===== config.mk =====
export PLATFORM = sky130hd
export DESIGN_NAME = rtc_snapshot_normalizer_flat
export DESIGN_NICKNAME = d
export VERILOG_FILES = /design/src/design/rtcsn_pkg.sv /design/src/design/rtcsn_in_if.sv /design/src/design/rtcsn_out_if.sv /design/src/design/rtcsn_cfg_if.sv /design/src/design/rtcsn_front.sv /design/src/design/rtcsn_queue.sv /design/src/design/rtcsn_back.sv /design/src/design/rtc_snapshot_normalizer.sv /design/src/flat_wrapper.sv
export SDC_FILE = /design/constraint.sdc
export NUM_CORES = 1
export LEC_CHECK = 0
export BUFFER_PORTS_ARGS = -buffer_cell sky130_fd_sc_hd__clkbuf_2
export CAP_MARGIN = 20
export CORE_MARGIN = 8
export CORE_UTILIZATION = 40
export CTS_CLUSTER_SIZE = 12
export DETAILED_ROUTE_END_ITERATION = 12
export GPL_TIMING_DRIVEN = 1
export MAX_ROUTING_LAYER = met4
export PLACE_DENSITY = 0.62
export SLEW_MARGIN = 15
export SYNTH_ARGS = -nofsm -noshare
export SYNTH_HDL_FRONTEND = slang
export SYNTH_SLANG_ARGS = --single-unit

===== constraint.sdc =====
create_clock -name clk -period 11.73 [get_ports clk]
set_input_delay 1.173 -clock clk [delete_from_list [all_inputs] [get_ports clk]]
set_output_delay 1.173 -clock clk [all_outputs]
set_load 0.01 [all_outputs]

===== src/design/rtcsn_pkg.sv =====
package rtcsn_pkg;

  localparam int BYTE_W = 8;
  localparam int YEAR_W = 16;
  localparam int REF_YEAR_W = 14;
  localparam int CFG_IDX_W = 1;

  // configuration register indexes
  localparam logic [CFG_IDX_W-1:0] CFG_IDX_CENTURY = 1'b0;
  localparam logic [CFG_IDX_W-1:0] CFG_IDX_REF_YEAR = 1'b1;

  localparam logic [REF_YEAR_W-1:0] REF_YEAR_RESET = 14'd2015;

  // status register b bits
  localparam int SB_BINARY_BIT = 2;
  localparam int SB_24HOUR_BIT = 1;

  localparam logic [BYTE_W-1:0] HOURS_PER_DAY = 8'd24;
  localparam logic [BYTE_W-1:0] PM_OFFSET = 8'd12;
  localparam logic [7:0] CENTURY_SPAN = 8'd100;

  // divide by 100 through a reciprocal: floor(x * 5243 / 2^19) for x < 2^14
  localparam logic [12:0] RECIP_100 = 13'd5243;
  localparam int RECIP_SHIFT = 19;

  // one clean snapshot that matched the kept one
  typedef struct packed {
    logic [BYTE_W-1:0] second;
    logic [BYTE_W-1:0] minute;
    logic [BYTE_W-1:0] hour;
    logic [BYTE_W-1:0] day;
    logic [BYTE_W-1:0] month;
    logic [BYTE_W-1:0] year;
    logic [BYTE_W-1:0] century;
    logic [BYTE_W-1:0] status_b;
  } job_t;

endpackage


===== src/design/rtcsn_in_if.sv =====
interface rtcsn_in_if;
  import rtcsn_pkg::*;

  logic              valid;
  logic              ready;
  logic              update_busy;
  logic [BYTE_W-1:0] raw_second;
  logic [BYTE_W-1:0] raw_minute;
  logic [BYTE_W-1:0] raw_hour;
  logic [BYTE_W-1:0] raw_day;
  logic [BYTE_W-1:0] raw_month;
  logic [BYTE_W-1:0] raw_year;
  logic [BYTE_W-1:0] raw_century;
  logic [BYTE_W-1:0] status_b;

  modport source (
    output valid, update_busy, raw_second, raw_minute, raw_hour, raw_day,
           raw_month, raw_year, raw_century, status_b,
    input  ready
  );

  modport sink (
    input  valid, update_busy, raw_second, raw_minute, raw_hour, raw_day,
           raw_month, raw_year, raw_century, status_b,
    output ready
  );

endinterface


===== src/design/rtcsn_out_if.sv =====
interface rtcsn_out_if;
  import rtcsn_pkg::*;

  logic              valid;
  logic              ready;
  logic [BYTE_W-1:0] out_second;
  logic [BYTE_W-1:0] out_minute;
  logic [BYTE_W-1:0] out_hour;
  logic [BYTE_W-1:0] out_day;
  logic [BYTE_W-1:0] out_month;
  logic [YEAR_W-1:0] out_year;

  modport source (
    output valid, out_second, out_minute, out_hour, out_day, out_month, out_year,
    input  ready
  );

  modport sink (
    input  valid, out_second, out_minute, out_hour, out_day, out_month, out_year,
    output ready
  );

endinterface


===== src/design/rtcsn_cfg_if.sv =====
interface rtcsn_cfg_if;
  import rtcsn_pkg::*;

  logic                  valid;
  logic                  ready;
  logic [CFG_IDX_W-1:0]  index;
  logic [REF_YEAR_W-1:0] data;

  modport source (
    output valid, index, data,
    input  ready
  );

  modport sink (
    input  valid, index, data,
    output ready
  );

endinterface


===== src/design/rtcsn_front.sv =====
module rtcsn_front (
  input  logic              clk,
  input  logic              rst_n,
  rtcsn_in_if.sink          in_ch,
  input  logic              century_present,
  input  logic              queue_full,
  output logic              push_valid,
  output rtcsn_pkg::job_t   push_job
);
  import rtcsn_pkg::*;

  logic              kept_valid_r, kept_valid_nxt;
  logic [BYTE_W-1:0] kept_second_r;
  logic [BYTE_W-1:0] kept_minute_r;
  logic [BYTE_W-1:0] kept_hour_r;
  logic [BYTE_W-1:0] kept_day_r;
  logic [BYTE_W-1:0] kept_month_r;
  logic [BYTE_W-1:0] kept_year_r;
  logic [BYTE_W-1:0] kept_century_r;
  logic              accept;
  logic              clean;
  logic              match;
  logic              load_kept;

  // accept whenever the queue has a free slot
  assign in_ch.ready = !queue_full;
  assign accept = in_ch.valid && in_ch.ready;
  assign clean = accept && !in_ch.update_busy;

  // compare against the kept snapshot, century only when the register exists
  assign match = kept_valid_r
              && kept_second_r == in_ch.raw_second
              && kept_minute_r == in_ch.raw_minute
              && kept_hour_r == in_ch.raw_hour
              && kept_day_r == in_ch.raw_day
              && kept_month_r == in_ch.raw_month
              && kept_year_r == in_ch.raw_year
              && (!century_present || kept_century_r == in_ch.raw_century);

  assign load_kept = clean && !match;
  assign push_valid = clean && match;

  always_comb begin
    push_job.second = in_ch.raw_second;
    push_job.minute = in_ch.raw_minute;
    push_job.hour = in_ch.raw_hour;
    push_job.day = in_ch.raw_day;
    push_job.month = in_ch.raw_month;
    push_job.year = in_ch.raw_year;
    push_job.century = in_ch.raw_century;
    push_job.status_b = in_ch.status_b;
  end

  // a mismatch keeps the new snapshot, a match consumes the kept one
  always_comb begin
    kept_valid_nxt = kept_valid_r;
    if (clean) begin
      kept_valid_nxt = !match;
    end
  end

  always_ff @(posedge clk) begin
    if (!rst_n) begin
      kept_valid_r <= 1'b0;
    end else begin
      kept_valid_r <= kept_valid_nxt;
    end
  end

  // kept snapshot bytes
  always_ff @(posedge clk) begin
    if (load_kept) begin
      kept_second_r <= in_ch.raw_second;
      kept_minute_r <= in_ch.raw_minute;
      kept_hour_r <= in_ch.raw_hour;
      kept_day_r <= in_ch.raw_day;
      kept_month_r <= in_ch.raw_month;
      kept_year_r <= in_ch.raw_year;
      kept_century_r <= in_ch.raw_century;
    end
  end

endmodule


===== src/design/rtcsn_queue.sv =====
module rtcsn_queue #(
  parameter int DEPTH = 2
) (
  input  logic            clk,
  input  logic            rst_n,
  input  logic            push_valid,
  input  rtcsn_pkg::job_t push_job,
  output logic            full,
  output logic            pop_valid,
  input  logic            pop_ready,
  output rtcsn_pkg::job_t pop_job
);
  import rtcsn_pkg::*;

  localparam int PTR_W = (DEPTH > 1) ? $clog2(DEPTH) : 1;
  localparam int CNT_W = $clog2(DEPTH + 1);

  job_t             slots_r [DEPTH];
  logic [PTR_W-1:0] wr_ptr_r, wr_ptr_nxt;
  logic [PTR_W-1:0] rd_ptr_r, rd_ptr_nxt;
  logic [CNT_W-1:0] count_r, count_nxt;
  logic             push;
  logic             pop;

  assign full = (count_r == CNT_W'(DEPTH));
  assign pop_valid = (count_r != '0);
  assign pop_job = slots_r[rd_ptr_r];
  assign push = push_valid && !full;
  assign pop = pop_valid && pop_ready;

  // pointer wrap and occupancy
  always_comb begin
    wr_ptr_nxt = wr_ptr_r;
    rd_ptr_nxt = rd_ptr_r;
    count_nxt = count_r;
    if (push) begin
      wr_ptr_nxt = (wr_ptr_r == PTR_W'(DEPTH - 1)) ? '0 : wr_ptr_r + 1'b1;
    end
    if (pop) begin
      rd_ptr_nxt = (rd_ptr_r == PTR_W'(DEPTH - 1)) ? '0 : rd_ptr_r + 1'b1;
    end
    if (push && !pop) begin
      count_nxt = count_r + 1'b1;
    end else if (pop && !push) begin
      count_nxt = count_r - 1'b1;
    end
  end

  always_ff @(posedge clk) begin
    if (!rst_n) begin
      wr_ptr_r <= '0;
      rd_ptr_r <= '0;
      count_r <= '0;
    end else begin
      wr_ptr_r <= wr_ptr_nxt;
      rd_ptr_r <= rd_ptr_nxt;
      count_r <= count_nxt;
    end
  end

  // slot storage
  always_ff @(posedge clk) begin
    if (push) begin
      slots_r[wr_ptr_r] <= push_job;
    end
  end

  // occupancy stays within the slots
  a_count_bound: assert property (@(posedge clk) disable iff (!rst_n)
    count_r <= CNT_W'(DEPTH))
    else $error("queue occupancy above depth");

  // the front never offers a transaction into a full queue
  a_no_overflow: assert property (@(posedge clk) disable iff (!rst_n)
    push_valid |-> !full)
    else $error("push while queue full");

  // a push into an empty queue shows at the head next cycle
  a_push_visible: assert property (@(posedge clk) disable iff (!rst_n)
    (push && count_r == '0) |=> pop_valid)
    else $error("pushed entry not visible");

endmodule


===== src/design/rtcsn_back.sv =====
module rtcsn_back (
  input  logic                              clk,
  input  logic                              rst_n,
  input  logic                              job_valid,
  output logic                              job_ready,
  input  rtcsn_pkg::job_t                   job,
  input  logic                              century_present,
  input  logic [rtcsn_pkg::REF_YEAR_W-1:0]  reference_year,
  rtcsn_out_if.source                       out_ch
);
  import rtcsn_pkg::*;

  logic              s1_valid_r, s1_valid_nxt;
  logic              s1_ready;
  logic              s1_load;
  logic              s2_valid_r, s2_valid_nxt;
  logic              s2_ready;
  logic              s2_load;
  logic              binary;
  logic              mode_24h;
  logic [BYTE_W-1:0] sec_c, min_c, day_c, mon_c, yr_c, cen_c;
  logic [BYTE_W-1:0] hr_bcd, hr_c;
  logic [26:0]       ref_prod;
  logic [14:0]       cen_x100;
  logic [BYTE_W-1:0] sec_r, min_r, hr_r, day_r, mon_r, yr_r;
  logic [14:0]       cen_x100_r;
  logic [BYTE_W-1:0] ref_q_r;
  logic [14:0]       ref_base;
  logic [YEAR_W-1:0] ref_sum;
  logic [YEAR_W-1:0] year_c;

  function automatic logic [BYTE_W-1:0] bcd_to_bin(input logic [BYTE_W-1:0] v);
    return BYTE_W'(v[3:0]) + BYTE_W'(v[7:4]) * 8'd10;
  endfunction

  // hour mod 24 for values up to 139, by repeated subtract
  function automatic logic [BYTE_W-1:0] wrap_hour(input logic [BYTE_W-1:0] v);
    logic [BYTE_W-1:0] t;
    t = v;
    for (int i = 0; i < 5; i++) begin
      if (t >= HOURS_PER_DAY) t = t - HOURS_PER_DAY;
    end
    return t;
  endfunction

  // pipeline flow control, stage 2 is the output register
  assign s2_ready = !s2_valid_r || out_ch.ready;
  assign s1_ready = !s1_valid_r || s2_ready;
  assign job_ready = s1_ready;
  assign s1_load = job_valid && s1_ready;
  assign s2_load = s1_valid_r && s2_ready;

  always_comb begin
    s1_valid_nxt = s1_valid_r;
    s2_valid_nxt = s2_valid_r;
    if (s1_ready) begin
      s1_valid_nxt = job_valid;
    end
    if (s2_ready) begin
      s2_valid_nxt = s1_valid_r;
    end
  end

  always_ff @(posedge clk) begin
    if (!rst_n) begin
      s1_valid_r <= 1'b0;
      s2_valid_r <= 1'b0;
    end else begin
      s1_valid_r <= s1_valid_nxt;
      s2_valid_r <= s2_valid_nxt;
    end
  end

  // stage 1: bcd decode, 12 to 24 hour, century products
  assign binary = job.status_b[SB_BINARY_BIT];
  assign mode_24h = job.status_b[SB_24HOUR_BIT];

  always_comb begin
    hr_bcd = {job.hour[7], 7'(job.hour[3:0]) + 7'(job.hour[6:4]) * 7'd10};
    sec_c = binary ? job.second : bcd_to_bin(job.second);
    min_c = binary ? job.minute : bcd_to_bin(job.minute);
    hr_c = binary ? job.hour : hr_bcd;
    day_c = binary ? job.day : bcd_to_bin(job.day);
    mon_c = binary ? job.month : bcd_to_bin(job.month);
    yr_c = binary ? job.year : bcd_to_bin(job.year);
    cen_c = binary ? job.century : bcd_to_bin(job.century);
    if (!mode_24h && hr_c[7]) begin
      hr_c = wrap_hour({1'b0, hr_c[6:0]} + PM_OFFSET);
    end
    cen_x100 = 15'(cen_c) * 15'(CENTURY_SPAN);
    ref_prod = 27'(reference_year) * 27'(RECIP_100);
  end

  always_ff @(posedge clk) begin
    if (s1_load) begin
      sec_r <= sec_c;
      min_r <= min_c;
      hr_r <= hr_c;
      day_r <= day_c;
      mon_r <= mon_c;
      yr_r <= yr_c;
      cen_x100_r <= cen_x100;
      ref_q_r <= ref_prod[RECIP_SHIFT +: BYTE_W];
    end
  end

  // stage 2: full year, from the century or the reference year
  always_comb begin
    ref_base = 15'(ref_q_r) * 15'(CENTURY_SPAN);
    ref_sum = YEAR_W'(yr_r) + YEAR_W'(ref_base);
    if (century_present) begin
      year_c = YEAR_W'(yr_r) + YEAR_W'(cen_x100_r);
    end else if (ref_sum < YEAR_W'(reference_year)) begin
      year_c = ref_sum + YEAR_W'(CENTURY_SPAN);
    end else begin
      year_c = ref_sum;
    end
  end

  always_ff @(posedge clk) begin
    if (s2_load) begin
      out_ch.out_second <= sec_r;
      out_ch.out_minute <= min_r;
      out_ch.out_hour <= hr_r;
      out_ch.out_day <= day_r;
      out_ch.out_month <= mon_r;
      out_ch.out_year <= year_c;
    end
  end

  assign out_ch.valid = s2_valid_r;

endmodule


===== src/design/rtc_snapshot_normalizer.sv =====
// Real-time clock snapshot normalizer. One raw register snapshot is taken per
// in_ch transaction, one per cycle with no gap needed while the queue is not
// full; a snapshot with the update flag set is dropped. A result transaction
// on out_ch appears only when two clean snapshots in a row match, giving
// binary, 24-hour time and the full year. A matching snapshot reaches
// out_ch.valid through a queue slot, the decode stage and the output
// register, which also carries the year sum. The queue holds QUEUE_DEPTH
// matched snapshots so the input side keeps running while the output is
// stalled; in_ch.ready drops only when that queue is full. cfg_ch is always
// ready; write it only while no result is outstanding.
module rtc_snapshot_normalizer #(
  parameter int QUEUE_DEPTH = 2
) (
  input  logic         clk,
  input  logic         rst_n,
  rtcsn_in_if.sink     in_ch,
  rtcsn_out_if.source  out_ch,
  rtcsn_cfg_if.sink    cfg_ch
);
  import rtcsn_pkg::*;

  logic                  century_present_r, century_present_nxt;
  logic [REF_YEAR_W-1:0] reference_year_r, reference_year_nxt;
  logic                  cfg_write;
  logic                  queue_full;
  logic                  push_valid;
  job_t                  push_job;
  logic                  pop_valid;
  logic                  pop_ready;
  job_t                  pop_job;

  // configuration registers
  assign cfg_ch.ready = 1'b1;
  assign cfg_write = cfg_ch.valid && cfg_ch.ready;

  always_comb begin
    century_present_nxt = century_present_r;
    reference_year_nxt = reference_year_r;
    if (cfg_write) begin
      case (cfg_ch.index)
        CFG_IDX_CENTURY:  century_present_nxt = cfg_ch.data[0];
        CFG_IDX_REF_YEAR: reference_year_nxt = cfg_ch.data;
        default:          ;
      endcase
    end
  end

  always_ff @(posedge clk) begin
    if (!rst_n) begin
      century_present_r <= 1'b0;
      reference_year_r <= REF_YEAR_RESET;
    end else begin
      century_present_r <= century_present_nxt;
      reference_year_r <= reference_year_nxt;
    end
  end

  // front: filter and match snapshots
  rtcsn_front u_front (
    .clk             (clk),
    .rst_n           (rst_n),
    .in_ch           (in_ch),
    .century_present (century_present_r),
    .queue_full      (queue_full),
    .push_valid      (push_valid),
    .push_job        (push_job)
  );

  // queue between front and back
  rtcsn_queue #(
    .DEPTH (QUEUE_DEPTH)
  ) u_queue (
    .clk        (clk),
    .rst_n      (rst_n),
    .push_valid (push_valid),
    .push_job   (push_job),
    .full       (queue_full),
    .pop_valid  (pop_valid),
    .pop_ready  (pop_ready),
    .pop_job    (pop_job)
  );

  // back: decode and output register
  rtcsn_back u_back (
    .clk             (clk),
    .rst_n           (rst_n),
    .job_valid       (pop_valid),
    .job_ready       (pop_ready),
    .job             (pop_job),
    .century_present (century_present_r),
    .reference_year  (reference_year_r),
    .out_ch          (out_ch)
  );

endmodule


===== src/flat_wrapper.sv =====
// flat-port wrapper written by rule: the top's interface ports become plain ports
module rtc_snapshot_normalizer_flat import rtcsn_pkg::*;
#(
  parameter int QUEUE_DEPTH = 2
)
  (clk, rst_n, in_ch_valid, in_ch_update_busy, in_ch_raw_second, in_ch_raw_minute, in_ch_raw_hour, in_ch_raw_day, in_ch_raw_month, in_ch_raw_year, in_ch_raw_century, in_ch_status_b, in_ch_ready, out_ch_valid, out_ch_out_second, out_ch_out_minute, out_ch_out_hour, out_ch_out_day, out_ch_out_month, out_ch_out_year, out_ch_ready, cfg_ch_valid, cfg_ch_index, cfg_ch_data, cfg_ch_ready);
  rtcsn_in_if in_ch_i ();
  rtcsn_out_if out_ch_i ();
  rtcsn_cfg_if cfg_ch_i ();
  input  logic clk;
  input  logic rst_n;
  input wire logic [$bits(in_ch_i.valid)-1:0] in_ch_valid;
  input wire logic [$bits(in_ch_i.update_busy)-1:0] in_ch_update_busy;
  input wire logic [$bits(in_ch_i.raw_second)-1:0] in_ch_raw_second;
  input wire logic [$bits(in_ch_i.raw_minute)-1:0] in_ch_raw_minute;
  input wire logic [$bits(in_ch_i.raw_hour)-1:0] in_ch_raw_hour;
  input wire logic [$bits(in_ch_i.raw_day)-1:0] in_ch_raw_day;
  input wire logic [$bits(in_ch_i.raw_month)-1:0] in_ch_raw_month;
  input wire logic [$bits(in_ch_i.raw_year)-1:0] in_ch_raw_year;
  input wire logic [$bits(in_ch_i.raw_century)-1:0] in_ch_raw_century;
  input wire logic [$bits(in_ch_i.status_b)-1:0] in_ch_status_b;
  output wire logic [$bits(in_ch_i.ready)-1:0] in_ch_ready;
  output wire logic [$bits(out_ch_i.valid)-1:0] out_ch_valid;
  output wire logic [$bits(out_ch_i.out_second)-1:0] out_ch_out_second;
  output wire logic [$bits(out_ch_i.out_minute)-1:0] out_ch_out_minute;
  output wire logic [$bits(out_ch_i.out_hour)-1:0] out_ch_out_hour;
  output wire logic [$bits(out_ch_i.out_day)-1:0] out_ch_out_day;
  output wire logic [$bits(out_ch_i.out_month)-1:0] out_ch_out_month;
  output wire logic [$bits(out_ch_i.out_year)-1:0] out_ch_out_year;
  input wire logic [$bits(out_ch_i.ready)-1:0] out_ch_ready;
  input wire logic [$bits(cfg_ch_i.valid)-1:0] cfg_ch_valid;
  input wire logic [$bits(cfg_ch_i.index)-1:0] cfg_ch_index;
  input wire logic [$bits(cfg_ch_i.data)-1:0] cfg_ch_data;
  output wire logic [$bits(cfg_ch_i.ready)-1:0] cfg_ch_ready;
  assign in_ch_i.valid = in_ch_valid;
  assign in_ch_i.update_busy = in_ch_update_busy;
  assign in_ch_i.raw_second = in_ch_raw_second;
  assign in_ch_i.raw_minute = in_ch_raw_minute;
  assign in_ch_i.raw_hour = in_ch_raw_hour;
  assign in_ch_i.raw_day = in_ch_raw_day;
  assign in_ch_i.raw_month = in_ch_raw_month;
  assign in_ch_i.raw_year = in_ch_raw_year;
  assign in_ch_i.raw_century = in_ch_raw_century;
  assign in_ch_i.status_b = in_ch_status_b;
  assign in_ch_ready = in_ch_i.ready;
  assign out_ch_valid = out_ch_i.valid;
  assign out_ch_out_second = out_ch_i.out_second;
  assign out_ch_out_minute = out_ch_i.out_minute;
  assign out_ch_out_hour = out_ch_i.out_hour;
  assign out_ch_out_day = out_ch_i.out_day;
  assign out_ch_out_month = out_ch_i.out_month;
  assign out_ch_out_year = out_ch_i.out_year;
  assign out_ch_i.ready = out_ch_ready;
  assign cfg_ch_i.valid = cfg_ch_valid;
  assign cfg_ch_i.index = cfg_ch_index;
  assign cfg_ch_i.data = cfg_ch_data;
  assign cfg_ch_ready = cfg_ch_i.ready;
  rtc_snapshot_normalizer #(.QUEUE_DEPTH(QUEUE_DEPTH)) u_core (.clk(clk), .rst_n(rst_n), .in_ch(in_ch_i), .out_ch(out_ch_i), .cfg_ch(cfg_ch_i));
endmodule

# After elaboration in Yosys (flattened, before gate mapping)
# Memory sizes are Yosys's and may differ from the RTL's. A register that Yosys moved wholly into a read port is not among the register bits.
# Cells that the tools add are included.
[totals]
elab_cells = 135
regBits = 203
memories = 1
ramBits = 128
[op_classes]
eq_ne = 8
order_cmp = 6
mul = 10
n_addsub = 20
reduce_logical = 33
n_mux = 27
bitwise_logic = 1
[mem_list]
columns = ["memory", "depth", "word_bits", "rd", "rd_ports_with_merged_regs", "wr", "line_no", "text"]
rows = [
  ["u_core.u_queue.slots_r", 2, 64, 1, 1, 1, "rtcsn_queue.sv:18", "job_t slots_r [DEPTH];"],
]
[op_table]
columns = ["cell", "n"]
rows = [
  ["2-to-1 mux 8 bit", 16],
  ["== test 8 bit", 7],
  ["adder 4 x 8 -> 8 bit", 6],
  ["multiplier 4 x 3 -> 7 bit (second input constant)", 6],
  ["greater-or-equal comparator 8 x 5 -> 1 bit (second input constant)", 5],
  ["subtractor 8 x 5 -> 8 bit (second input constant)", 5],
  ["adder 8 x 15 -> 16 bit", 2],
  ["2-to-1 mux 16 bit", 2],
  ["multiplier 14 x 13 -> 27 bit (second input constant)", 1],
  ["multiplier 8 x 5 -> 13 bit (second input constant)", 2],
  ["logical AND 1 bit", 17],
  ["adder 16 x 7 -> 16 bit (second input constant)", 1],
  ["< comparator 16 x 14 -> 1 bit", 1],
  ["logical NOT 1 bit", 9],
  ["adder 7 x 4 -> 8 bit (second input constant)", 1],
  ["adder 4 x 7 -> 7 bit", 1],
  ["2-to-1 mux 7 bit", 1],
  ["multiplier 3 x 3 -> 6 bit (second input constant)", 1],
  ["2-to-1 mux 1 bit", 6],
  ["2-to-1 mux 2 bit", 2],
  ["AND reduction 2 bit", 2],
  ["nonzero test 2 bit", 2],
  ["logical OR 1 bit", 3],
  ["adder 1 bit (second input constant)", 2],
  ["4 further kinds", 4],
]

# Depth between registers and ports, before layout
# Gate-level depths: netlist of the first run.
[depth]
word_depth = 19
ltp_mapped = 39
depth_no_buf = 35

# Cells and area by module
# A second synthesis of the first run with hierarchy kept.
[hier_totals]
cells_unflattened = 1715
area_unflattened_um2 = 21300.4
[by_module_without_submodules]
columns = ["module", "seq_area_each_um2", "instances", "area_each_um2", "cells_per_inst"]
rows = [
  ["rtcsn_back", 3793.6, 1, 12967.4, 1215],
  ["rtcsn_queue", 3943.8, 1, 4873.4, 224],
  ["rtcsn_front", 1701.6, 1, 2862.7, 207],
  ["rtc_snapshot_normalizer", 300.3, 1, 596.8, 69],
]

# Worst setup path before layout of the first run
# OpenSTA, ideal clock, no wires.
[synth_timing]
path_type = "register to register"
start = "reg with a tool-made name"
end = "reg u_core.u_back.hr_r[3] (data pin)"
setup_ns = 0.157
t_arrival_ns = 8.055
path_buffers = 7
period_less_slack_ns = 8.212
setup_slack_ns = 3.518
t_required_ns = 11.573
stages_incl_launch_ff = 35
path_cell_list = "dfxtp_1 > buf_6 > clkbuf_1 > clkbuf_1 > clkbuf_1 > mux2_2 > ha_1 > inv_1 > fa_1 > nor2b_1 > nor3_1 > a21oi_1 > ha_1 > clkbuf_1 > inv_1 > a31oi_1 > o21ai_0 > a21o_1 > nor2_1 > xnor2_1 > ha_1 > and2_1 > clkbuf_1 > o21ai_0 > xnor2_1 > ha_1 > nor2b_1 > nand4_1 > nor4bb_1 > or4b_1 > and3_1 > buf_6 > or4_1 > a211o_1 > o221ai_2"
[synth_lines]
columns = ["element", "line_no", "text"]
rows = [
  ["to (signal assigned)", "rtcsn_back.sv:98", "hr_r <= hr_c;"],
  ["to (decl)", "rtcsn_back.sv:25", "logic [BYTE_W-1:0] sec_r, min_r, hr_r, day_r, mon_r, yr_r;"],
]

==> results of run 1 <==
[kinds of logic (layout without fill, tap and decap cells)]
kind of cell / after synthesis / after routing / share of synthesized area [%]
flops: 320 / 320 / 46.2
fa+ha+maj: 317 / 317 / 22.6
simple gates: 309 / 309 / 7.39
compound gates: 292 / 292 / 9.64
buf+inv: 227 / 410 / 4.33
xor+xnor: 139 / 139 / 6.06
mux: 69 / 69 / 3.74
other cells: 1 / 6 / 0.0185
[cell usage in the layout (no fill, tap or decap), types with 6 or more instances in the layout]
master	instances
nand4_1	14
nand2_1	76
nor2b_1	21
o22ai_1	9
o21a_1	7
a21boi_0	7
nor4_1	12
clkbuf_2	136
dfxtp_1	22
o21bai_1	9
o31a_1	7
nand3_1	22
or3_1	6
xor2_1	42
nor3_1	10
a211oi_1	6
buf_4	9
and3_1	10
ha_1	233
nor2_1	95
inv_1	194
xnor2_1	96
mux2_2	51
o21ai_0	32
a21o_1	40
a21oi_1	93
and2_1	16
clkbuf_1	14
a31oi_1	7
mux2i_1	16
edfxtp_1	297
o211ai_1	28
fa_1	84
clkbuf_16	38
[state kept, by name, indices dropped and copies added (netlist names), 13 cells and up, named ones only]
name                           flops
u_core.u_queue.slots_r           116
u_core.u_back.out_ch.out_year     16
u_core.reference_year_r           14
u_core.u_back.cen_x100_r          13
[power groups by stage]
stage / sequential (W) / clock [W] / combinational (W)
2_1_floorplan: 0.00130 / 0 / 0.000509
3_3_place_gp: 0.00130 / 0 / 0.000674
3_5_place_dp: 0.00130 / 0 / 0.000685
4_1_cts: 0.00127 / 0.00121 / 0.000691
5_1_grt: 0.00128 / 0.00125 / 0.000816
6_report: 0.00127 / 0.00117 / 0.000666
[worst register-to-register path: cells and delay by family, from the launching register on]
family	cells	cell delay (ps)
simple gates	11	3020
compound gates	7	1770
fa+ha+maj	5	1510
mux	2	760
flops	1	660
xor+xnor	2	340
buf+inv	2	250
[stage by stage]
stage / hold slack, ps / instance area [um^2] / utilization [%] / total power [W]
global route: 408 / 23100 / 45.9 / 0.00334
floorplan: 400 / 20300 / - / 0.00180
finish: 394 / 23100 / 45.9 / 0.00311
global placement: 404 / 21800 / 43.4 / 0.00197
CTS: 390 / 23000 / 45.9 / 0.00317
detailed placement: 405 / 21800 / 43.4 / 0.00198
[metal layers]
| metal | wire, um | part of all wire [%] | track usage (%) |
|---|---|---|---|
| met1 | 19800 | 45 | 19.6 |
| met2 | 20500 | 47 | 25.4 |
| met3 | 2450 | 5.6 | 3.62 |
| met4 | 1030 | 2.4 | 4.31 |
| met5 | 0 | 0 | - |
[layout make-up]
class                      count  area [um^2]
antenna                        5         12.5
clock buffer                  54         1030
clock inverter                16          220
fill                        4561        27100
inverter                     195          732
multi-input combinational   1127        10100
sequential                   320         9380
tap                          672          841
timing repair buffer         145          748
[how the worst max path moves through the flow]
stage,startpoint,endpoint,slack [ps],cells past startpoint
2_1_floorplan,flip-flop,u_core.u_back.hr_r[3],3520,34
3_3_place_gp,flip-flop,u_core.u_back.hr_r[3],3430,29
3_5_place_dp,flip-flop,u_core.u_back.hr_r[3],3280,29
4_1_cts,flip-flop,u_core.u_back.hr_r[3],3200,29
5_1_grt,flip-flop,u_core.u_back.hr_r[3],2660,29
6_report,flip-flop,u_core.u_back.hr_r[3],3250,29
==> metrics.yaml, run 1 <==
power:
  p_comb_share_pct: 21.4
  p_per_area_nw_per_um2: 135
  leakagePower_nw: 9.61
  ir_drop_mv: 0.137
  pwr-share-seq_pct: 40.9
  p_int_w: 0.00225
  switchingPower_w: 0.000858
  p_sw_share_pct: 27.6
  power_frac_clock_pct: 37.7
place:
  place_ws_ps: 3280
  place.gp.congestion: 0.862
  dp_cells: 2459
  numPortBuffers: 136
  dpl.hpwl_mm: 33.9
logic_synthesis:
  netlist_area_um2: 20300
  synthFlopType: "edfxtp_1"
  synth_top_area_cell: "edfxtp_1"
  synthCells: 1674
  synth_area_leaders: "edfxtp_1 44%, ha_1 14%, fa_1 8.3%, xnor2_1 4.1%, inv_1 3.6%"
  yosysWarnings: 0
  synth_edf_count: 297
  ys_seq_elements: 320
  post_synth.cell_area_avg_um2: 12.1
  synth_common_cells: "297 x edfxtp_1, 233 x ha_1, 195 x inv_1"
  ys_types: 75
  async_reset_ff_share_pct: 0
  ys_seq_area_share_pct: 46.2
  synth.most_common_cell: "edfxtp_1"
  yosysTopAreaCellShare_pct: 43.9
  syn-num-nets: 2076
worst_setup_path:
  cp.arrival_ps: 8850
  cp_max_fo: 34
  crit_path_end_kind: "flip-flop"
  start_kind: "flip-flop"
  cp.required_ps: 12100
  path_class: "reg -> reg"
  regToRegEndpoint: "u_core.u_back.hr_r[3]"
  reg2reg_setup_slack_ps: 3250
  path_buf_inv: 2
  critPathMostFrequentCell: "ha_1"
  slowest_stage: "dfxtp_4"
  critical-path-top-delay-family: "simple AND/OR/NAND/NOR gates"
  r2r.worst_path.cells: 29
  cpPeakStageDelay_ps: 660
clock_network:
  postCtsSetupBuffers: 0
  cts_buffers: 38
  root_buffer: "clkbuf_16"
  htreeDepth: 2
  cts_resized: 0
  clk_latency_ps: 560
  clk_pin_slew_ps: 60
  cts.path.max_buffers: 3
  clkSinkCount: 320
  cts_hold_buf: 0
  cts_tree: "done"
sta:
  fin_ws_ps: 3250
  rsz0062_at_grt: "no"
  maxSlewViolCount: 0
  setup_viol: 0
  timing.fmax_mhz: 118
  fin_crit_sh_pct: 72.3
  relSlewSlack_pct: 38.3
  worstMarginPinSlew_ps: 924
  fin_setup_tns_ps: 0
  finalHoldViolations: 0
  worst_clock_skew_ps: 48.4
  final.min_clock_period_ps: 8480
global_routing:
  grt_pass1_wl_mm: 70.0
  track_usage_pct: 15.7
  grt_start_max_net_pins: 77
  antenna_found_initial: 5
  first_global_vias: 13200
  grt_remaining_overflow: 0
floorplan:
  die_w_um: 241
  die_h_um: 241
  core_um2: 50200
  rows: 82
  die_area_um2: 58200
  initial_utilization_pct: 40.5
  boundaryPins: 144
routing:
  ant_nets: 0
  vias: 12800
  wire_per_inst_um: 17.3
  routed_wirelength_mm: 43.7
  drc_errors: 0
  vias_per_cell: 5.07
  drtIter0Drc: 551
  first_pass_iters: 5
finish:
  layout.cells.non_filler: 2534
  fin_nets: 2229
  syn_to_final_growth_pct: 13.5
  drive_above_1_share_pct: 14.4
worst_hold_path:
  min_from: "u_core.u_back.mon_r[4]"
  hold_end: "u_core.u_back.out_ch.out_month[4]"
  hp-class: "reg -> reg"
  holdPathStages: 0
run_status:
  status: "finished clean"
flow_run:
  maxCapViolations: 0
Note: power is estimated with default switching activity, not from simulation.
==> run 2, diff against run 1 <==
--- a/config.mk
+++ b/config.mk
@@ -13,7 +13,7 @@
 export DETAILED_ROUTE_END_ITERATION = 12
 export GPL_TIMING_DRIVEN = 1
 export MAX_ROUTING_LAYER = met4
-export PLACE_DENSITY = 0.62
+export PLACE_DENSITY = 0.64
 export SLEW_MARGIN = 15
 export SYNTH_ARGS = -nofsm -noshare
 export SYNTH_HDL_FRONTEND = slang
==> constraint.sdc (replaced) <==
create_clock -name clk -period 7.21 [get_ports clk]
set_input_delay 0.721 -clock clk [delete_from_list [all_inputs] [get_ports clk]]
set_output_delay 0.721 -clock clk [all_outputs]
set_load 0.01 [all_outputs]
==> run 2 against run 1 <==
  * Hold slack worse by 25 ps
  * Power is 59% higher
  * Utilization is 0.35 points higher
  * Critical path depth is 1 higher
  * Sequential cell count stayed put
  * Sequential share of layout area is 0.31 points lower
  * Maximum frequency is 25% higher
  * Combinational power is 65% higher
  * Critical path type unchanged
  * Critical endpoint unchanged
  * Largest cell class unchanged
==> metrics.yaml, run 2 (synthesis gave the netlist of run 1 again) <==
worst_setup_path:
  start_kind: "flip-flop"
  critical-path-top-delay-family: "simple AND/OR/NAND/NOR gates"
  reg2reg_setup_slack_ps: 400  # -2850 ps
  r2r.worst_path.cells: 30  # +3.4%
  crit_cells: 30  # +3.4%
  path_class: "reg -> reg"
  cp-endpoint: "u_core.u_back.hr_r[3]"
  regToRegEndpoint: "u_core.u_back.hr_r[3]"
  slowest_stage: "or4b_1"
  cp_max_fo: 9  # -74%
  cp.arrival_ps: 7200  # -1650 ps
  crit_path_end_kind: "flip-flop"
  path_buf_inv: 2  # unchanged
  cpPeakStageDelay_ps: 490  # -170 ps
  cp.required_ps: 7600  # -4500 ps
finish:
  reg.largest.list: "u_core.u_queue.slots_r x116, u_core.u_back.out_ch.out_year x16, u_core.reference_year_r x14"
  layout_common_cells: "297 x edfxtp_1, 229 x ha_1, 194 x inv_1, 136 x clkbuf_2"
  final_common_cell: "edfxtp_1"
  syn_to_final_growth_pct: 14.4
  largest_reg_flops: 116  # unchanged
  fin_nets: 2245  # +0.72%
  utilization_pct: 46.3  # +0.35 points
  nFillCells: 4501  # -1.3%
  top_register: "u_core.u_queue.slots_r"
  drive_above_1_share_pct: 16.5  # +2.2 points
global_routing:
  antenna_found_initial: 4  # -1
  grt_remaining_overflow: 0  # unchanged
  track_usage_pct: 15.8  # +0.16 points
  grt_start_max_net_pins: 61  # -21%
  first_global_vias: 13500  # +2.5%
  grt_pass1_wl_mm: 71.3  # +1.9%
place:
  numPortBuffers: 136  # unchanged
  place.gp.congestion: 0.855  # -0.77%
  dpl.hpwl_mm: 34.1  # +0.77%
sta:
  finalHoldViolations: 0  # unchanged
  final.min_clock_period_ps: 6810  # -1670 ps
  relSlewSlack_pct: 41.9  # +3.6 points
  worstMarginPinSlew_ps: 871  # -52.4 ps
  timing.fmax_mhz: 147  # +25%
  setup_viol: 0  # unchanged
  maxSlewViolCount: 0  # unchanged
  fin_crit_sh_pct: 94.5  # +22 points
  fin_setup_tns_ps: 0  # unchanged
  worst_clock_skew_ps: 23.3  # -25.1 ps
power:
  leakagePower_nw: 9.71  # +0.97%
  p_per_area_nw_per_um2: 213  # +58%
  ir_drop_mv: 0.180  # +31%
floorplan:
  die_w_um: 241  # unchanged
  die_area_um2: 58200  # unchanged
  rows: 82  # unchanged
  initial_utilization_pct: 40.5  # unchanged
  die_h_um: 241  # unchanged
  boundaryPins: 144  # unchanged
  core_um2: 50200  # unchanged
clock_network:
  cts_tree: "done"
  clkSinkCount: 320  # unchanged
  cts_buffers: 37  # -2.6%
  clk_latency_ps: 550  # about the same
  cts.path.max_buffers: 3  # unchanged
  root_buffer: "clkbuf_16"
  cts_hold_buf: 0  # unchanged
  clk_pin_slew_ps: 60  # about the same
  htreeDepth: 2  # unchanged
routing:
  first_pass_iters: 5  # unchanged
  vias: 12900  # +0.65%
  ant_nets: 0  # unchanged
  drtIter0Drc: 646  # +17%
  wire_per_inst_um: 17.5  # +1.2%
  drc_errors: 0  # unchanged
  vias_per_cell: 5.08  # +0.26%
  routed_wirelength_mm: 44.4  # +1.6%
flow_run:
  maxCapViolations: 0  # unchanged
worst_hold_path:
  hp-class: "in -> reg"
run_status:
  status: "finished clean"
## run 2: cell types whose count changed in the layout (fill, tap and decap cells not counted), moves of 3 or more
cell      before  now
a21oi_2        0    4
clkinv_2       1    9
o21ai_1        1    4
buf_4          9   26
o21ai_0       32   28
clkbuf_1      14    8
a21oi_1       93   89
ha_1         233  229
## run 2: cell type report
cell class | count | area (um^2) | area share (%)
tap | 672 | 841 | 3.62
inverter | 195 | 732 | 3.15
clock inverter | 16 | 133 | 0.571
multi-input combinational | 1127 | 10200 | 44.1
antenna | 4 | 10.0 | 0.0431
clock buffer | 48 | 1010 | 4.36
timing repair buffer | 162 | 876 | 3.77
sequential | 320 | 9380 | 40.4
## run 2: routing by layer
metal | global-route usage, % | share of wire [%] | vias to the layer above
met5 | - | 0 | -
met4 | 3.86 | 2.1 | 0
met1 | 19.9 | 46 | 6254
met3 | 3.12 | 4.7 | 62
met2 | 26.2 | 48 | 254
li1 | - | - | 6357
## run 2: per-stage QoR
stage | cells | power, W | cell area, um^2 | hold slack (ps) | worst slack, ps
floorplan | 1674 | 0.00294 | 20400 | 400 | 1.74
global placement | 2474 | 0.00320 | 21900 | 407 | 133
detailed placement | 2474 | 0.00323 | 21900 | 405 | 15.6
CTS | 2538 | 0.00504 | 23100 | 332 | 11.6
global route | 2544 | 0.00532 | 23200 | 344 | -12.5
finish | 2544 | 0.00496 | 23200 | 368 | 400
## run 2: power breakdown
group | internal, W | total, W | switching [W]
logic | 0.000494 | 0.00110 | 0.000603
registers | 0.00205 | 0.00207 | 0.0000187
clock network | 0.00103 | 0.00179 | 0.000752
## run 2: worst min path at each step
stage                                 from                                end  slack (ps)  cells past startpoint
floorplan           u_core.u_back.day_r[0]    u_core.u_back.out_ch.out_day[0]         400                      0
global placement    u_core.u_back.mon_r[3]  u_core.u_back.out_ch.out_month[3]         410                      0
detailed placement   u_core.u_back.hr_r[2]   u_core.u_back.out_ch.out_hour[2]         410                      0
CTS                      in_ch_status_b[2]       u_core.u_queue.slots_r[1][2]         330                      1
global route             in_ch_status_b[2]       u_core.u_queue.slots_r[1][2]         340                      1
finish                   in_ch_status_b[2]       u_core.u_queue.slots_r[0][2]         370                      1
## run 2: what timing repair did
item | 4_1_cts | 5_1_grt
setup endpoints to repair | 2 | 5
resized for setup | 2 | 24
buffers inserted | 0 | 2
endpoints found under the hold margin | 0 | 0
pin swaps | 0 | 2
==> run 3, diff against run 2 <==
--- a/config.mk
+++ b/config.mk
@@ -8,12 +8,12 @@
 export BUFFER_PORTS_ARGS = -buffer_cell sky130_fd_sc_hd__clkbuf_2
 export CAP_MARGIN = 20
 export CORE_MARGIN = 8
-export CORE_UTILIZATION = 40
+export CORE_UTILIZATION = 56
 export CTS_CLUSTER_SIZE = 12
 export DETAILED_ROUTE_END_ITERATION = 12
 export GPL_TIMING_DRIVEN = 1
 export MAX_ROUTING_LAYER = met4
-export PLACE_DENSITY = 0.64
+export PLACE_DENSITY = 0.83
 export SLEW_MARGIN = 15
 export SYNTH_ARGS = -nofsm -noshare
 export SYNTH_HDL_FRONTEND = slang
==> run 3 against run 2 <==
  * Maximum frequency fell by 0.46%
  * Via count rose by 2.5%
  * Register-to-register slack got worse by 30 ps
  * First-iteration DRC count rose by 24%
  * Power fell by 0.15%
  * Clock-buffer cell count rose by 5
  * Die area fell by 27%
  * Utilization rose by 18 points
  * Largest cell class unchanged
  * Highest routed layer unchanged
==> metrics.yaml, run 3 (synthesis gave the netlist of run 1 again) <==
floorplan:
  boundaryPins: 144  # unchanged
  initial_utilization_pct: 57.0  # +16 points
  die_w_um: 206  # -14%
  core_um2: 35700  # -29%
  rows: 69  # -16%
  die_h_um: 206  # -14%
  die_area_um2: 42600  # -27%
power:
  p_per_area_nw_per_um2: 216  # +1.0%
  p_int_w: 0.00358  # -0.15%
  switchingPower_w: 0.00137  # -0.15%
  pwr-share-seq_pct: 41.9  # about the same
  power_frac_clock_pct: 35.3  # -0.7 points
  p_comb_share_pct: 22.8  # +0.7 points
  ir_drop_mv: 0.217  # +20%
  p_sw_share_pct: 27.7  # about the same
  p_total_w: 0.00495  # -0.15%
  leakagePower_nw: 9.70  # about the same
sta:
  worstMarginPinSlew_ps: 958  # +86.6 ps
  final.min_clock_period_ps: 6840  # +31.4 ps
  worst_clock_skew_ps: 15.4  # -7.92 ps
  timing.fmax_mhz: 146  # -0.46%
  relSlewSlack_pct: 35.6  # -6.4 points
  setup_viol: 0  # unchanged
  finalHoldViolations: 0  # unchanged
  fin_setup_tns_ps: 0  # unchanged
  maxSlewViolCount: 0  # unchanged
  fin_crit_sh_pct: 94.9  # +0.44 points
finish:
  largest_reg_flops: 116  # unchanged
  layout_common_cells: "297 x edfxtp_1, 231 x ha_1, 193 x inv_1, 136 x clkbuf_2, 94 x xnor2_1"
  fin_nets: 2246  # +0.045%
  final_common_cell: "edfxtp_1"
  nFillCells: 2628  # -42%
  drive_above_1_share_pct: 16.3  # -0.29 points
  utilization_pct: 64.4  # +18 points
  layout.cells.non_filler: 2336  # -8.2%
  design_area_um2: 23000  # -1.2%
  syn_to_final_growth_pct: 13.1
  top_register: "u_core.u_queue.slots_r"
  reg.largest.list: "u_core.u_queue.slots_r x116, u_core.u_back.out_ch.out_year x16, u_core.reference_year_r x14"
worst_setup_path:
  crit_path_end_kind: "flip-flop"
  path_buf_inv: 4  # +2
  r2r.worst_path.cells: 29  # -3.3%
  cp.required_ps: 7590  # about the same
  cp.arrival_ps: 7220  # +20 ps
  critPathMostFrequentCell: "ha_1"
  cp_max_fo: 7  # -2
  critical-path-top-delay-family: "simple AND/OR/NAND/NOR gates"
  cpPeakStageDelay_ps: 470  # -20 ps
  path_class: "reg -> reg"
  crit_cells: 29  # -3.3%
  slowest_stage: "or4_4"
  start_kind: "flip-flop"
routing:
  wire_per_inst_um: 18.8  # +7.4%
  drc_errors: 0  # unchanged
  first_pass_iters: 7  # +2
  ant_nets: 0  # unchanged
  vias_per_cell: 5.67  # +12%
  drtIter0Drc: 798  # +24%
  routed_wirelength_mm: 43.8  # -1.4%
  vias: 13200  # +2.5%
clock_network:
  cts_buffers: 35  # -5.4%
  root_buffer: "clkbuf_16"
  clkSinkCount: 320  # unchanged
  cts_tree: "done"
  clk_pin_slew_ps: 60  # about the same
  cts.path.max_buffers: 3  # unchanged
  htreeDepth: 2  # unchanged
  clk_latency_ps: 550  # about the same
place:
  dpl.hpwl_mm: 33.2  # -2.7%
  dp_cells: 2259  # -8.7%
  numPortBuffers: 136  # unchanged
  place.gp.congestion: 0.930  # +8.8%
  placed_area_um2: 21600  # -1.3%
worst_hold_path:
  hp-class: "in -> reg"
  holdPathStages: 1  # unchanged
global_routing:
  antenna_found_initial: 4  # unchanged
  track_usage_pct: 21.6  # +5.8 points
  grt_start_max_net_pins: 70  # +15%
  grt_remaining_overflow: 0  # unchanged
  first_global_vias: 14000  # +3.5%
  grt_pass1_wl_mm: 70.5  # -1.0%
run_status:
  status: "finished clean"
flow_run:
  maxCapViolations: 0  # unchanged
[run 3: changes by cell type in the layout (fill, tap and decap cells not counted), moves of 2 or more]
cell	previous run	this run
a21oi_1	89	91
buf_4	26	28
clkbuf_16	39	37
clkbuf_1	8	13
a21oi_2	4	2
ha_1	229	231
clkbuf_8	0	3
clkinv_2	9	2
[run 3: what timing repair did]
item                       4_1_cts  5_1_grt
setup buffers                    1        8
pin swaps                        1        6
hold endpoints to repair         0        0
setup endpoints to repair        2        5
hold buffers                     0        0
gates resized for setup          4       25
[run 3: layout make-up]
class / count / area (um^2) / area share (%)
Antenna cell: 5 / 12.5 / 0.0545
Clock buffer: 53 / 1020 / 4.42
Timing Repair Buffer: 165 / 902 / 3.93
Clock inverter: 10 / 115 / 0.501
Sequential cell: 320 / 9380 / 40.9
Multi-Input combinational cell: 1127 / 10200 / 44.5
Tap cell: 461 / 577 / 2.51
Inverter: 195 / 732 / 3.19
[run 3: power by group through the flow]
stage          combinational (W)  clock, W  sequential, W
4_1_cts                  0.00116   0.00178        0.00207
2_1_floorplan           0.000829         0        0.00211
3_3_place_gp             0.00107         0        0.00211
5_1_grt                  0.00135   0.00185        0.00207
3_5_place_dp             0.00114         0        0.00211
6_report                 0.00113   0.00175        0.00207
[run 3: worst reg2reg max path: cells and delay by family (launching register included)]
| family | cells | cell delay [ps] |
|---|---|---|
| multiplexers | 2 | 650 |
| adder cells (fa/ha/maj) | 6 | 1520 |
| flip-flops | 1 | 380 |
| AND/OR/NAND/NOR | 8 | 1750 |
| AO/OA/AOI/OAI | 5 | 1010 |
| buffers and inverters | 4 | 430 |
| XOR/XNOR | 4 | 960 |
[run 3: path summary, 6_finish.rpt]
path,start,to,slack (ps)
worst max-delay path,flip-flop,u_core.u_back.hr_r[3],370
worst min-delay path,in_ch_status_b[2],u_core.u_queue.slots_r[1][2],390
worst min register to register,u_core.u_back.mon_r[5],u_core.u_back.out_ch.out_month[5],400
worst max register to register,flip-flop,u_core.u_back.hr_r[3],370
[run 3: stage by stage]
step | setup slack, ps | hold WS (ps)
5_1_grt | -31.5 | 367
2_1_floorplan | 1.74 | 400
3_5_place_dp | -52.4 | 405
6_report | 369 | 388
3_3_place_gp | 116 | 400
4_1_cts | 85.1 | 358
[run 3: layer usage]
layer / GRT usage (%) / share of wire (%) / vias up
met3: 4.56 / 5.8 / 75
met5: - / 0 / -
met1: 25.2 / 42 / 6471
met2: 37.3 / 50 / 331
met4: 6.45 / 2.3 / 0
li1: - / - / 6370
